`src/hw/rtl/lbfs_pkg.sv`:
```
package lbfs_pkg;

   // character codes
   localparam logic [7:0] CH_TAB = 8'd9;
   localparam logic [7:0] CH_LF  = 8'd10;
   localparam logic [7:0] CH_CR  = 8'd13;

   // position and field counters saturate here
   localparam int unsigned POS_W = 16;
   localparam logic [POS_W-1:0] POS_MAX = '1;

   // configuration register map
   localparam int unsigned CSR_IDX_W  = 3;
   localparam int unsigned CSR_DATA_W = 32;
   localparam logic [CSR_IDX_W-1:0] CSR_FIELD_MODE  = 3'd0;
   localparam logic [CSR_IDX_W-1:0] CSR_INVERT      = 3'd1;
   localparam logic [CSR_IDX_W-1:0] CSR_SEPARATOR   = 3'd2;
   localparam logic [CSR_IDX_W-1:0] CSR_DELIM_ONLY  = 3'd3;
   localparam logic [CSR_IDX_W-1:0] CSR_RANGE_BASE  = 3'd4;

   // range reset: low 1, high 0, which is empty
   localparam logic [CSR_DATA_W-1:0] RANGE_RESET = 32'd1;

   typedef enum logic [2:0] {
      ST_IDLE  = 3'b001,
      ST_FLUSH = 3'b010,
      ST_TAIL  = 3'b100
   } lbfs_state_type;

   // controller to datapath
   typedef struct packed {
      logic accept;
      logic issue;
      logic load_flush;
      logic load_tail;
   } lbfs_cmd_type;

   // datapath to controller
   typedef struct packed {
      logic out_free;
      logic need_flush;
      logic issue_more;
      logic q_valid;
      logic left_one;
      logic tail_held;
   } lbfs_status_type;

   function automatic logic [POS_W-1:0] sat_inc(input logic [POS_W-1:0] v);
      sat_inc = (v == POS_MAX) ? v : v + POS_W'(1);
   endfunction

endpackage

```
`src/hw/rtl/lbfs_ctrl.sv`:
```
module lbfs_ctrl
   import lbfs_pkg::*;
(
   input  logic            clock,
   input  logic            reset,
   input  logic            req_valid,
   output logic            req_ready,
   input  lbfs_status_type status,
   output lbfs_cmd_type    cmd
);

   lbfs_state_type state_ff, state_in;

   always_comb begin
      state_in  = state_ff;
      req_ready = 1'b0;
      cmd       = '0;
      unique case (state_ff)
         ST_IDLE: begin
            req_ready  = status.out_free;
            cmd.accept = req_valid & status.out_free;
            if (cmd.accept && status.need_flush) begin
               state_in = ST_FLUSH;
            end
         end
         ST_FLUSH: begin
            // keep one store read in flight ahead of the output register
            cmd.load_flush = status.q_valid & status.out_free;
            cmd.issue      = status.issue_more & (~status.q_valid | status.out_free);
            if (cmd.load_flush && status.left_one) begin
               state_in = status.tail_held ? ST_TAIL : ST_IDLE;
            end
         end
         ST_TAIL: begin
            cmd.load_tail = status.out_free;
            if (status.out_free) begin
               state_in = ST_IDLE;
            end
         end
         default: begin
            state_in = ST_IDLE;
         end
      endcase
   end

   always_ff @(posedge clock) begin
      if (reset) begin
         state_ff <= ST_IDLE;
      end else begin
         state_ff <= state_in;
      end
   end

endmodule

```
`src/hw/rtl/lbfs_datapath.sv`:
```
module lbfs_datapath
   import lbfs_pkg::*;
#(
   parameter int unsigned NUM_RANGES        = 4,
   parameter int unsigned FIRST_FIELD_DEPTH = 63
)(
   input  logic                  clock,
   input  logic                  reset,
   input  logic                  req_cmd,
   input  logic [7:0]            req_data_byte,
   input  logic                  csr_valid,
   input  logic [CSR_IDX_W-1:0]  csr_index,
   input  logic [CSR_DATA_W-1:0] csr_data,
   output logic                  rsp_valid,
   input  logic                  rsp_ready,
   output logic [7:0]            rsp_out_byte,
   output logic                  rsp_run_last,
   input  lbfs_cmd_type          cmd,
   output lbfs_status_type       status
);

   localparam int unsigned CNT_W  = $clog2(FIRST_FIELD_DEPTH + 1);
   localparam int unsigned ADDR_W = (FIRST_FIELD_DEPTH > 1) ? $clog2(FIRST_FIELD_DEPTH) : 1;

   // configuration
   logic                  mode_ff, invert_ff, donly_ff;
   logic [7:0]            sep_ff;
   logic [CSR_DATA_W-1:0] range_ff [NUM_RANGES];

   always_ff @(posedge clock) begin
      if (reset) begin
         mode_ff   <= 1'b0;
         invert_ff <= 1'b0;
         sep_ff    <= CH_TAB;
         donly_ff  <= 1'b0;
      end else if (csr_valid) begin
         if (csr_index == CSR_FIELD_MODE) mode_ff   <= csr_data[0];
         if (csr_index == CSR_INVERT)     invert_ff <= csr_data[0];
         if (csr_index == CSR_SEPARATOR)  sep_ff    <= csr_data[7:0];
         if (csr_index == CSR_DELIM_ONLY) donly_ff  <= csr_data[0];
      end
   end

   for (genvar r = 0; r < NUM_RANGES; r++) begin : g_range
      always_ff @(posedge clock) begin
         if (reset) begin
            range_ff[r] <= RANGE_RESET;
         end else if (csr_valid && csr_index == CSR_RANGE_BASE + CSR_IDX_W'(r)) begin
            range_ff[r] <= csr_data;
         end
      end
   end

   // line state
   logic [POS_W-1:0] col_ff, col_in, fld_ff, fld_in;
   logic             delim_ff, delim_in, started_ff, started_in, pending_ff, pending_in;
   logic [CNT_W-1:0] cnt_ff, cnt_in;

   // range match for the current position and the next field number
   logic [POS_W-1:0] pos_cur, fld_next;
   logic             hit_cur, hit_next, sel_cur, sel_next;

   assign pos_cur  = mode_ff ? fld_ff : col_ff;
   assign fld_next = sat_inc(fld_ff);

   always_comb begin
      hit_cur  = 1'b0;
      hit_next = 1'b0;
      for (int r = 0; r < NUM_RANGES; r++) begin
         if (pos_cur >= range_ff[r][15:0] && pos_cur <= range_ff[r][31:16]) hit_cur = 1'b1;
         if (fld_next >= range_ff[r][15:0] && fld_next <= range_ff[r][31:16]) hit_next = 1'b1;
      end
      sel_cur  = hit_cur ^ invert_ff;
      sel_next = hit_next ^ invert_ff;
   end

   // request decode
   logic       is_finish, is_data, flush_req, tail_valid, store_we, started_now, need_flush;
   logic [7:0] tail_byte;

   assign is_finish = req_cmd ? pending_ff : (req_data_byte == CH_LF);
   assign is_data   = ~req_cmd & (req_data_byte != CH_LF) & (req_data_byte != CH_CR);

   always_comb begin
      col_in      = col_ff;
      fld_in      = fld_ff;
      delim_in    = delim_ff;
      started_in  = started_ff;
      pending_in  = pending_ff;
      cnt_in      = cnt_ff;
      store_we    = 1'b0;
      flush_req   = 1'b0;
      tail_valid  = 1'b0;
      tail_byte   = req_data_byte;
      started_now = 1'b0;
      if (is_finish) begin
         if (mode_ff && !delim_ff) begin
            // no delimiter: pass the stored line through unless suppressed
            if (!donly_ff) begin
               flush_req  = 1'b1;
               tail_valid = 1'b1;
               tail_byte  = CH_LF;
            end
         end else begin
            tail_valid = 1'b1;
            tail_byte  = CH_LF;
         end
         col_in     = POS_W'(1);
         fld_in     = POS_W'(1);
         delim_in   = 1'b0;
         started_in = 1'b0;
         pending_in = 1'b0;
         cnt_in     = '0;
      end else if (is_data) begin
         pending_in = 1'b1;
         if (!mode_ff) begin
            tail_valid = sel_cur;
            col_in     = sat_inc(col_ff);
         end else if (req_data_byte == sep_ff) begin
            if (!delim_ff) begin
               delim_in = 1'b1;
               if (sel_cur) begin
                  flush_req   = 1'b1;
                  started_now = 1'b1;
               end
               cnt_in = '0;
            end
            fld_in = fld_next;
            if (sel_next) begin
               tail_valid = started_ff | started_now;
               tail_byte  = sep_ff;
               started_in = 1'b1;
            end else begin
               started_in = started_ff | started_now;
            end
         end else if (!delim_ff) begin
            // field one goes to the store, extra bytes dropped
            if (cnt_ff < CNT_W'(FIRST_FIELD_DEPTH)) begin
               store_we = 1'b1;
               cnt_in   = cnt_ff + CNT_W'(1);
            end
         end else begin
            tail_valid = sel_cur;
         end
      end
   end

   assign need_flush = flush_req & (cnt_ff != '0);

   always_ff @(posedge clock) begin
      if (reset) begin
         col_ff     <= POS_W'(1);
         fld_ff     <= POS_W'(1);
         delim_ff   <= 1'b0;
         started_ff <= 1'b0;
         pending_ff <= 1'b0;
         cnt_ff     <= '0;
      end else if (cmd.accept) begin
         col_ff     <= col_in;
         fld_ff     <= fld_in;
         delim_ff   <= delim_in;
         started_ff <= started_in;
         pending_ff <= pending_in;
         cnt_ff     <= cnt_in;
      end
   end

   // field one store, one write and one registered read port
   logic [7:0]       store_mem [FIRST_FIELD_DEPTH];
   logic [7:0]       mem_q_ff;
   logic             q_valid_ff, q_valid_in;
   logic [CNT_W-1:0] issue_ff, len_ff, left_ff;
   logic             tail_held_ff;
   logic [7:0]       tail_byte_ff;

   always_ff @(posedge clock) begin
      if (cmd.accept && store_we) begin
         store_mem[cnt_ff[ADDR_W-1:0]] <= req_data_byte;
      end
   end

   always_ff @(posedge clock) begin
      if (cmd.issue) begin
         mem_q_ff <= store_mem[issue_ff[ADDR_W-1:0]];
      end
   end

   assign q_valid_in = cmd.issue | (q_valid_ff & ~cmd.load_flush);

   always_ff @(posedge clock) begin
      if (reset) begin
         q_valid_ff <= 1'b0;
      end else begin
         q_valid_ff <= q_valid_in;
      end
   end

   always_ff @(posedge clock) begin
      if (cmd.accept && need_flush) begin
         issue_ff     <= '0;
         len_ff       <= cnt_ff;
         left_ff      <= cnt_ff;
         tail_held_ff <= tail_valid;
         tail_byte_ff <= tail_byte;
      end else begin
         if (cmd.issue) issue_ff <= issue_ff + CNT_W'(1);
         if (cmd.load_flush) left_ff <= left_ff - CNT_W'(1);
      end
   end

   // output register
   logic       rsp_valid_ff, rsp_valid_in, last_ff, last_in;
   logic [7:0] byte_ff, byte_in;

   always_comb begin
      rsp_valid_in = rsp_valid_ff & ~rsp_ready;
      byte_in      = byte_ff;
      last_in      = last_ff;
      priority if (cmd.accept && tail_valid && !need_flush) begin
         rsp_valid_in = 1'b1;
         byte_in      = tail_byte;
         last_in      = 1'b1;
      end else if (cmd.load_flush) begin
         rsp_valid_in = 1'b1;
         byte_in      = mem_q_ff;
         last_in      = (left_ff == CNT_W'(1)) & ~tail_held_ff;
      end else if (cmd.load_tail) begin
         rsp_valid_in = 1'b1;
         byte_in      = tail_byte_ff;
         last_in      = 1'b1;
      end else begin
         rsp_valid_in = rsp_valid_ff & ~rsp_ready;
      end
   end

   always_ff @(posedge clock) begin
      if (reset) begin
         rsp_valid_ff <= 1'b0;
      end else begin
         rsp_valid_ff <= rsp_valid_in;
      end
   end

   always_ff @(posedge clock) begin
      byte_ff <= byte_in;
      last_ff <= last_in;
   end

   assign rsp_valid    = rsp_valid_ff;
   assign rsp_out_byte = byte_ff;
   assign rsp_run_last = last_ff;

   assign status.out_free   = ~rsp_valid_ff | rsp_ready;
   assign status.need_flush = need_flush;
   assign status.issue_more = (issue_ff != len_ff);
   assign status.q_valid    = q_valid_ff;
   assign status.left_one   = (left_ff == CNT_W'(1));
   assign status.tail_held  = tail_held_ff;

endmodule

```
`src/hw/rtl/line_byte_field_selector_top.sv`:
```
// a result byte that needs no flush shows on rsp_ in the cycle after its request
// is accepted; throughput: one request per cycle while no stored first field is
// written out and the result channel is not stalled; a flush of stored field-one
// bytes is paced by the single read port of the field-one store
// reset: synchronous, active high; restores register defaults and line state,
// the field-one store is not cleared and needs no clearing pass
module line_byte_field_selector_top
   import lbfs_pkg::*;
#(
   parameter int unsigned NUM_RANGES        = 4,
   parameter int unsigned FIRST_FIELD_DEPTH = 63
)(
   input  logic                  clock,
   input  logic                  reset,
   // request channel
   input  logic                  req_valid,
   output logic                  req_ready,
   input  logic                  req_cmd,
   input  logic [7:0]            req_data_byte,
   // result channel
   output logic                  rsp_valid,
   input  logic                  rsp_ready,
   output logic [7:0]            rsp_out_byte,
   output logic                  rsp_run_last,
   // register write channel
   input  logic                  csr_valid,
   output logic                  csr_ready,
   input  logic [CSR_IDX_W-1:0]  csr_index,
   input  logic [CSR_DATA_W-1:0] csr_data
);

   lbfs_cmd_type    cmd;
   lbfs_status_type status;

   // register writes are always taken
   assign csr_ready = 1'b1;

   // sequencer: accepts a request, then walks the field-one flush and its tail byte
   lbfs_ctrl u_ctrl (
      .clock     (clock),
      .reset     (reset),
      .req_valid (req_valid),
      .req_ready (req_ready),
      .status    (status),
      .cmd       (cmd)
   );

   // line state, range match, field-one store and output register
   lbfs_datapath #(
      .NUM_RANGES        (NUM_RANGES),
      .FIRST_FIELD_DEPTH (FIRST_FIELD_DEPTH)
   ) u_datapath (
      .clock         (clock),
      .reset         (reset),
      .req_cmd       (req_cmd),
      .req_data_byte (req_data_byte),
      .csr_valid     (csr_valid),
      .csr_index     (csr_index),
      .csr_data      (csr_data),
      .rsp_valid     (rsp_valid),
      .rsp_ready     (rsp_ready),
      .rsp_out_byte  (rsp_out_byte),
      .rsp_run_last  (rsp_run_last),
      .cmd           (cmd),
      .status        (status)
   );

endmodule

```
`config.mk`:
```
export PLATFORM = sky130hd
export DESIGN_NAME = line_byte_field_selector_top
export DESIGN_NICKNAME = d
export VERILOG_FILES = /design/src/hw/rtl/lbfs_pkg.sv /design/src/hw/rtl/lbfs_ctrl.sv /design/src/hw/rtl/lbfs_datapath.sv /design/src/hw/rtl/line_byte_field_selector_top.sv
export SDC_FILE = /design/constraint.sdc
export NUM_CORES = 1
export LEC_CHECK = 0
export BUFFER_PORTS_ARGS = -buffer_cell sky130_fd_sc_hd__clkbuf_2
export CAP_MARGIN = 0
export CORE_ASPECT_RATIO = 1.75
export CORE_MARGIN = 4
export CORE_UTILIZATION = 57
export DETAILED_ROUTE_END_ITERATION = 16
export GPL_TIMING_DRIVEN = 0
export PLACE_DENSITY_LB_ADDON = 0.3
export REMOVE_ABC_BUFFERS = 1
export SLEW_MARGIN = 20
export SYNTH_ARGS = -nofsm -noshare
export SYNTH_HDL_FRONTEND = slang
export SYNTH_SLANG_ARGS = --single-unit
export TNS_END_PERCENT = 5
```
`constraint.sdc`:
```
create_clock -name clock -period 5.2 [get_ports clock]
set_clock_uncertainty 0.1 [all_clocks]
set_input_delay 1.3 -clock clock [delete_from_list [all_inputs] [get_ports clock]]
set_output_delay 1.3 -clock clock [all_outputs]
set_load 0.1 [all_outputs]
```
[Word level (Yosys, flattened, before mapping)]
Memory sizes are Yosys's and may differ from the RTL's. A register that Yosys moved wholly into a read port is not among the register bits.
Cells that the tools add are included.
Storage, ports and cells
  register bits after elaboration: 93
  RAM bits: 632
  output and inout bits: 12
  memories: 2
Operators by class
  mux-type cells: 108
  reduce and logical (&&, ||, !) cells: 39
  eq/ne operators: 24
  order comparisons: 17
  bitwise operators: 25
  add/sub/neg operators: 5
Memories
  u_datapath.store_mem: words 63, width 8, read ports 1, clocked after Yosys merged registers in 1, write ports 1, RTL line lbfs_datapath.sv:169  | logic [7:0] store_mem [FIRST_FIELD_DEPTH];
  u_datapath.range_ff: words 4, width 32, read ports 4, clocked after Yosys merged registers in 0, write ports 4, RTL line lbfs_datapath.sv:28  | logic [CSR_DATA_W-1:0] range_ff [NUM_RANGES];
Operators by type and width (number)
  $mux 16: 10
  $ge 16x16->1: 8
  $le 16x16->1: 8
  $mux 32: 4
  $mux 8: 10
  $mux 1: 69
  $mux 6: 9
  $add 16x1->16 const B: 2
  $eq 16x16->1 const B: 2
  $logic_and 1x1->1: 19
  $ne 8x4->1 const B: 2
  $eq 3x3->1 const B: 5
  $add 6x1->6 const B: 2
  $mux 3: 4
  $reduce_and 2->1: 5
  $reduce_bool 2->1: 5
  $and 1x1->1: 9
  $eq 3x2->1 const B: 3
  $pmux 3 s3: 1
  $eq 8x4->1 const B: 1
  $eq 8x8->1: 1
  $ne 2x1->1 const B: 4
  $or 1x1->1: 8
  $reduce_and 4->1: 2
  15 further kinds: 25

[Depth between registers and ports, before layout]
  depth in word-level cells: 23
  depth in mapped cells: 23
  gate-level depth less buffers: 20

[By module]
From an unflattened synthesis, not the netlist that was laid out.
Second synthesis, totals
  cells, all modules: 2406
  area total of the unflattened synthesis: 35326.4 um2
Modules (own cells, without submodules)
  lbfs_datapath: cells each 2382, instances 1, area an instance 35112.4 um2, sequential area each 21310.4 um2
  lbfs_ctrl: cells each 22, instances 1, area an instance 202.7 um2, sequential area each 60.1 um2
  line_byte_field_selector_top: cells each 2, instances 1, area an instance 11.3 um2, sequential area each 0.0 um2

[Worst setup path before layout]
OpenSTA, ideal clock, no wires.
  path kind: reg-to-reg
  start point: reg u_datapath.fld_ff[3]
  end point: reg u_datapath.byte_ff[0], in the netlist u_datapath.rsp_out_byte[0] (data pin)
  slack: 0.034 ns
  stages on the path, launching flop included: 22
  clock period less this slack: 5.166 ns
  arrival time: 4.806 ns
  path through: dfxtp_1 > clkbuf_1 > and3_1 > and3_1 > nand4_1 > nor3_1 > nand2b_1 > clkbuf_1 > xnor2_1 > ha_1 > or3b_2 > o2111ai_1 > a31oi_1 > a2111oi_0 > or3_1 > a22o_1 > nand4_1 > xor2_1 > o211a_1 > o311ai_2 > buf_6 > mux2_4
Between the ends
  longest elaborated chain between the ends: 23
RTL lines
  from (decl): RTL line lbfs_datapath.sv:55  | logic [POS_W-1:0] col_ff, col_in, fld_ff, fld_in;
  from (signal assigned): RTL line lbfs_datapath.sv:160  | fld_ff <= fld_in;
  $mux 16: RTL line lbfs_datapath.sv:63  | assign pos_cur = mode_ff ? fld_ff : col_ff;
  $ge 16x16->1 or $le 16x16->1 (tied branches): RTL line lbfs_datapath.sv:70  | if (pos_cur >= range_ff[r][15:0] && pos_cur <= range_ff[r][31:16]) hit_cur = 1'b1;
  $logic_and 1x1->1: RTL line lbfs_datapath.sv:70
  $mux 1 (4 in series): RTL line lbfs_datapath.sv:70
  $xor 1x1->1: RTL line lbfs_datapath.sv:73  | sel_cur = hit_cur ^ invert_ff;
  $mux 1: RTL line lbfs_datapath.sv:122  | if (sel_cur) begin
  $mux 1: RTL line lbfs_datapath.sv:120  | if (!delim_ff) begin
  $mux 1: RTL line lbfs_datapath.sv:119  | end else if (req_data_byte == sep_ff) begin
  [4 not listed]
  $mux 1: RTL line lbfs_datapath.sv:129  | if (sel_next) begin
  $mux 1: RTL line lbfs_datapath.sv:119
  $mux 1: RTL line lbfs_datapath.sv:116  | if (!mode_ff) begin
  $mux 1: RTL line lbfs_datapath.sv:114  | end else if (is_data) begin
  $mux 1: RTL line lbfs_datapath.sv:96  | if (is_finish) begin
  $logic_and 1x1->1 (2 in series): RTL line lbfs_datapath.sv:219  | priority if (cmd.accept && tail_valid && !need_flush) begin
  $mux 8 (*): RTL line lbfs_datapath.sv:219
  named net u_datapath.byte_in[0]: RTL line lbfs_datapath.sv:213  | logic [7:0] byte_ff, byte_in;
  to (signal assigned): RTL line lbfs_datapath.sv:245  | byte_ff <= byte_in;
  to (decl): RTL line lbfs_datapath.sv:213
The timed path passes the listed nets; every way through them passes the cells marked *. The select of a mux whose other input is x is not followed.
A chain may end at the register's enable or synchronous reset.

[Worst setup path after layout]
  start point: reg u_datapath.fld_ff[3]
  end point: reg u_datapath.byte_ff[4], in the netlist u_datapath.rsp_out_byte[4], enable pin
Between the ends
  longest elaborated chain between the ends: 23
RTL lines (RTL line)
  $mux 16: lbfs_datapath.sv:63
  $ge 16x16->1 or $le 16x16->1 (tied branches): lbfs_datapath.sv:70
  $logic_and 1x1->1: lbfs_datapath.sv:70
  $mux 1 (4 in series): lbfs_datapath.sv:70
  $xor 1x1->1: lbfs_datapath.sv:73
  $mux 1: lbfs_datapath.sv:122
  $mux 1: lbfs_datapath.sv:120
  $mux 1: lbfs_datapath.sv:119
  [4 not listed]
  $mux 1: lbfs_datapath.sv:129
  $mux 1: lbfs_datapath.sv:119
  $mux 1: lbfs_datapath.sv:116
  $mux 1: lbfs_datapath.sv:114
  $mux 1: lbfs_datapath.sv:96
  $logic_and 1x1->1: lbfs_datapath.sv:219
  $logic_and 1x1->1 (*): lbfs_datapath.sv:219
  $reduce_bool 3->1 (no line) (*)
Every way passes the cells marked *; elsewhere a longest branch is shown, timed or not. The select of a mux whose other input is x is not followed.

==> metrics <==
Detailed Route Iter0 Violations=1652; final setup violation count=58; Peak Freq=184 MHz; min-delay worst type=flip-flop to flip-flop; Die Height=336 µm; WS Path Type=flip-flop to flip-flop; HPWL Detailed=62100 µm; number of synthesized flops with an enable pin=669; Non-Filler Instances=3360; Total Wirelength=91200 µm; Slew @ Worst Pin=1120 ps; slew margin rel.=24.5%; core area=61100 µm²; worst endpoint data arrival time=5670 ps; FF-to-FF End=u_datapath.rsp_out_byte[4]; layout cells sized above 1=20.9%; RSZ-0062 raised after global routing=true; CP Max Fanout=8; # fillers=4149; maximum capacitance violations=0; worst r2r src=u_datapath.fld_ff[3]; via count=21200; Final Core Density=65.1%; Pins Over Slew Limit=0; Top Ports=61; grt total ovfl=0; VDD IR max=0.000410 V; FP Rows=120; outcome=finished, violations left; WL/cell=27.1 µm; syn_area_per_cell=14.7 µm²; most frequent cells in the layout=edfxtp_1, ha_1, mux4_2; vias per cell=6.31; failing checks=negative setup slack; hold buffers post-CTS=0; slack of the critical path=-231 ps; Hold Startpoint=u_datapath.sep_ff[1]; P&R area growth vs syn=13.6%; All-Layer GR Usage=28.0%; CTS root buf=clkbuf_16; Inst Count DP=3188; die footprint=65700 µm²; number of detailed-route iterations in the first pass=5; htree depth=3; Area contributors post-synth=edfxtp_1, mux4_2, ha_1; commonest non-fill, non-tap cell in the layout=edfxtp_1; ys async rst share=0%; Final #Nets=2823; Power Density=310 nW/µm²; Ys Warns=0; top cell type's share of synthesized area=57.3%; Die W=195 µm; DRC=0; largest net degree at the start of global routing=68; Endpoint, Worst Hold=u_datapath.sep_ff[1]; worst reg2reg path depth=24; vias in the first global route=22500; Hold Slack=378 ps; post-synthesis instance total=2390; Startpoint Class=flip-flop; Clk pin slew, worst setup/hold paths=70 ps; starting density of the core=57.4%; TritonCTS clock tree=built; sum of negative setup slack=-6560 ps; CP Data Required Time=5440 ps; synthesized area=35100 µm²; dpl ws=-2190 ps; register area share after synthesis=61.0%; fraction of the cycle the final worst path needs=104%; hold path cells=2; Final ANT Viol Nets=0; Synth Flop Type=edfxtp_1; PortBufs=59; Num CTS Buffers=66; Setup crit end kind=flip-flop; Max Buffers Root-to-Sink=3; Lkg Pwr=14.8 nW; R2R setup slack=-230 ps; clock latency on the worst-skew pair=630 ps; Synth cell types=71; final hold viol count=0; FF+latch count, synth=733; Routability Congestion=0.938; minimum clock period=5430 ps; first-pass GRT wire length=137000 µm; Clock Sinks=733; initial antenna violation count=5; Yosys top cell by area=edfxtp_1
## cells in the mapped netlist, types with 3 or more instances
master     count
edfxtp_1     669
ha_1         263
nor2_1       163
mux4_2       158
inv_1        133
and2_1       131
nand2_1      123
a21oi_1      119
o21ai_0       65
dfxtp_1       64
clkbuf_1      58
nand4_1       50
nand3_1       38
mux2_2        30
xor2_1        28
a21o_1        26
nor3_1        26
a211oi_1      22
nor2b_1       21
xnor2_1       20
buf_1         16
o211ai_1      15
mux2i_1       14
or3_1         13
nand2b_1      10
and3_1         8
o21a_1         8
a22oi_1        7
mux2_4         7
and4_1         6
a31oi_1        5
nor4_1         5
o31ai_1        5
a2111oi_0      4
a21boi_0       4
nand3b_1       4
o22ai_1        4
or3b_2         4
a221oi_1       3
o31a_1         3
## timing repair
item	in CTS	in global routing
pin swaps	21	17
setup buffers	41	10
endpoints found under the setup margin	55	454
resized for setup	68	39
gates cloned	1	0
hold endpoints to repair	0	0
## sequential cells by signal, summed over array words and instances, names as in the netlist, 8 cells and up
| signal | count |
|---|---|
| u_datapath.col_ff | 16 |
| u_datapath.fld_ff | 16 |
| u_datapath.mem_q_ff | 8 |
| u_datapath.range_ff | 128 |
| u_datapath.rsp_out_byte | 8 |
| u_datapath.sep_ff | 8 |
| u_datapath.store_mem | 504 |
| u_datapath.tail_byte_ff | 8 |
## logic make-up (layout without fill, tap and decap cells)
group | Yosys count | in the layout | share of synthesized area (%)
DFF | 733 | 733 | 61.0
and+or+nand+nor | 613 | 613 | 8.83
AOI/OAI and AO/OA | 311 | 311 | 5.48
adders and majority gates | 263 | 263 | 9.39
buffers and inverters | 212 | 386 | 2.32
muxes | 209 | 209 | 11.8
xor gates and xnor gates | 48 | 48 | 1.20
other | 1 | 4 | 0.0107
## critical path, stage by stage (launching register included)
cell and delay [ps]:
dfxtp_4 350, and3_4 170, and3_4 190, nand4_1 180
nor3_4 300, nand2b_4 110, nand4_1 240, buf_4 180
nor2_4 50, xor2_4 220, buf_4 210, ha_1 210
a211o_1 310, nor3_2 200, o21ai_2 110, a221oi_4 430
o32ai_2 170, nand4_1 270, xor2_1 220, o211a_1 240
o311ai_4 100, buf_6 160, buf_16 130, o31ai_2 70
buf_6 200
## power breakdown
part | switching, W | internal (W)
Sequential | 0.0000473 | 0.00649
Combinational | 0.000474 | 0.000306
Clock | 0.00225 | 0.00278
Total | 0.00277 | 0.00958
## how the worst max path moves through the flow
stage	depth (start not counted)	slack (ps)	from	endpoint
3_3_place_gp	6	-5390	u_datapath.issue_ff[0]	u_datapath.issue_ff[5]
6_report	24	-230	u_datapath.fld_ff[3]	u_datapath.rsp_out_byte[4]
2_1_floorplan	6	-2650	u_datapath.issue_ff[0]	u_datapath.issue_ff[5]
4_1_cts	22	-40	u_datapath.fld_ff[5]	u_datapath.rsp_out_byte[5]
3_5_place_dp	19	-2190	u_datapath.fld_ff[3]	u_datapath.rsp_out_byte[7]
5_1_grt	23	-480	u_datapath.fld_ff[3]	u_datapath.rsp_out_byte[1]
## stage by stage
| stage | instance area (µm²) | total power (W) |
|---|---|---|
| 2_1_floorplan | 34700 | 0.00715 |
| 3_3_place_gp | 36000 | 0.00744 |
| 3_5_place_dp | 36700 | 0.00743 |
| 4_1_cts | 39700 | 0.0124 |
| 5_1_grt | 39800 | 0.0127 |
| 6_report | 39800 | 0.0124 |
## final cells by class
type                    count  area, µm²  area share, %
clock inverters            40        457           1.15
flip-flops and latches    733      21400           53.8
multi-input cells        1445      13500           33.9
repair buffers            132       1190           2.98
diodes                      3       7.51         0.0189
well taps                 793        992           2.49
inverters                 133        499           1.25
clock buffers              81       1770           4.45
## per-layer routing
metal  global-route usage [%]  wire (µm)  up-vias
met3                     4.31       4770      328
met1                     29.5      29800    10600
met5                        0         29        -
met2                     50.8      49100      885
met4                     19.6       7510        4
li1                         -          -     9434
(Power assumes the default switching activity.)
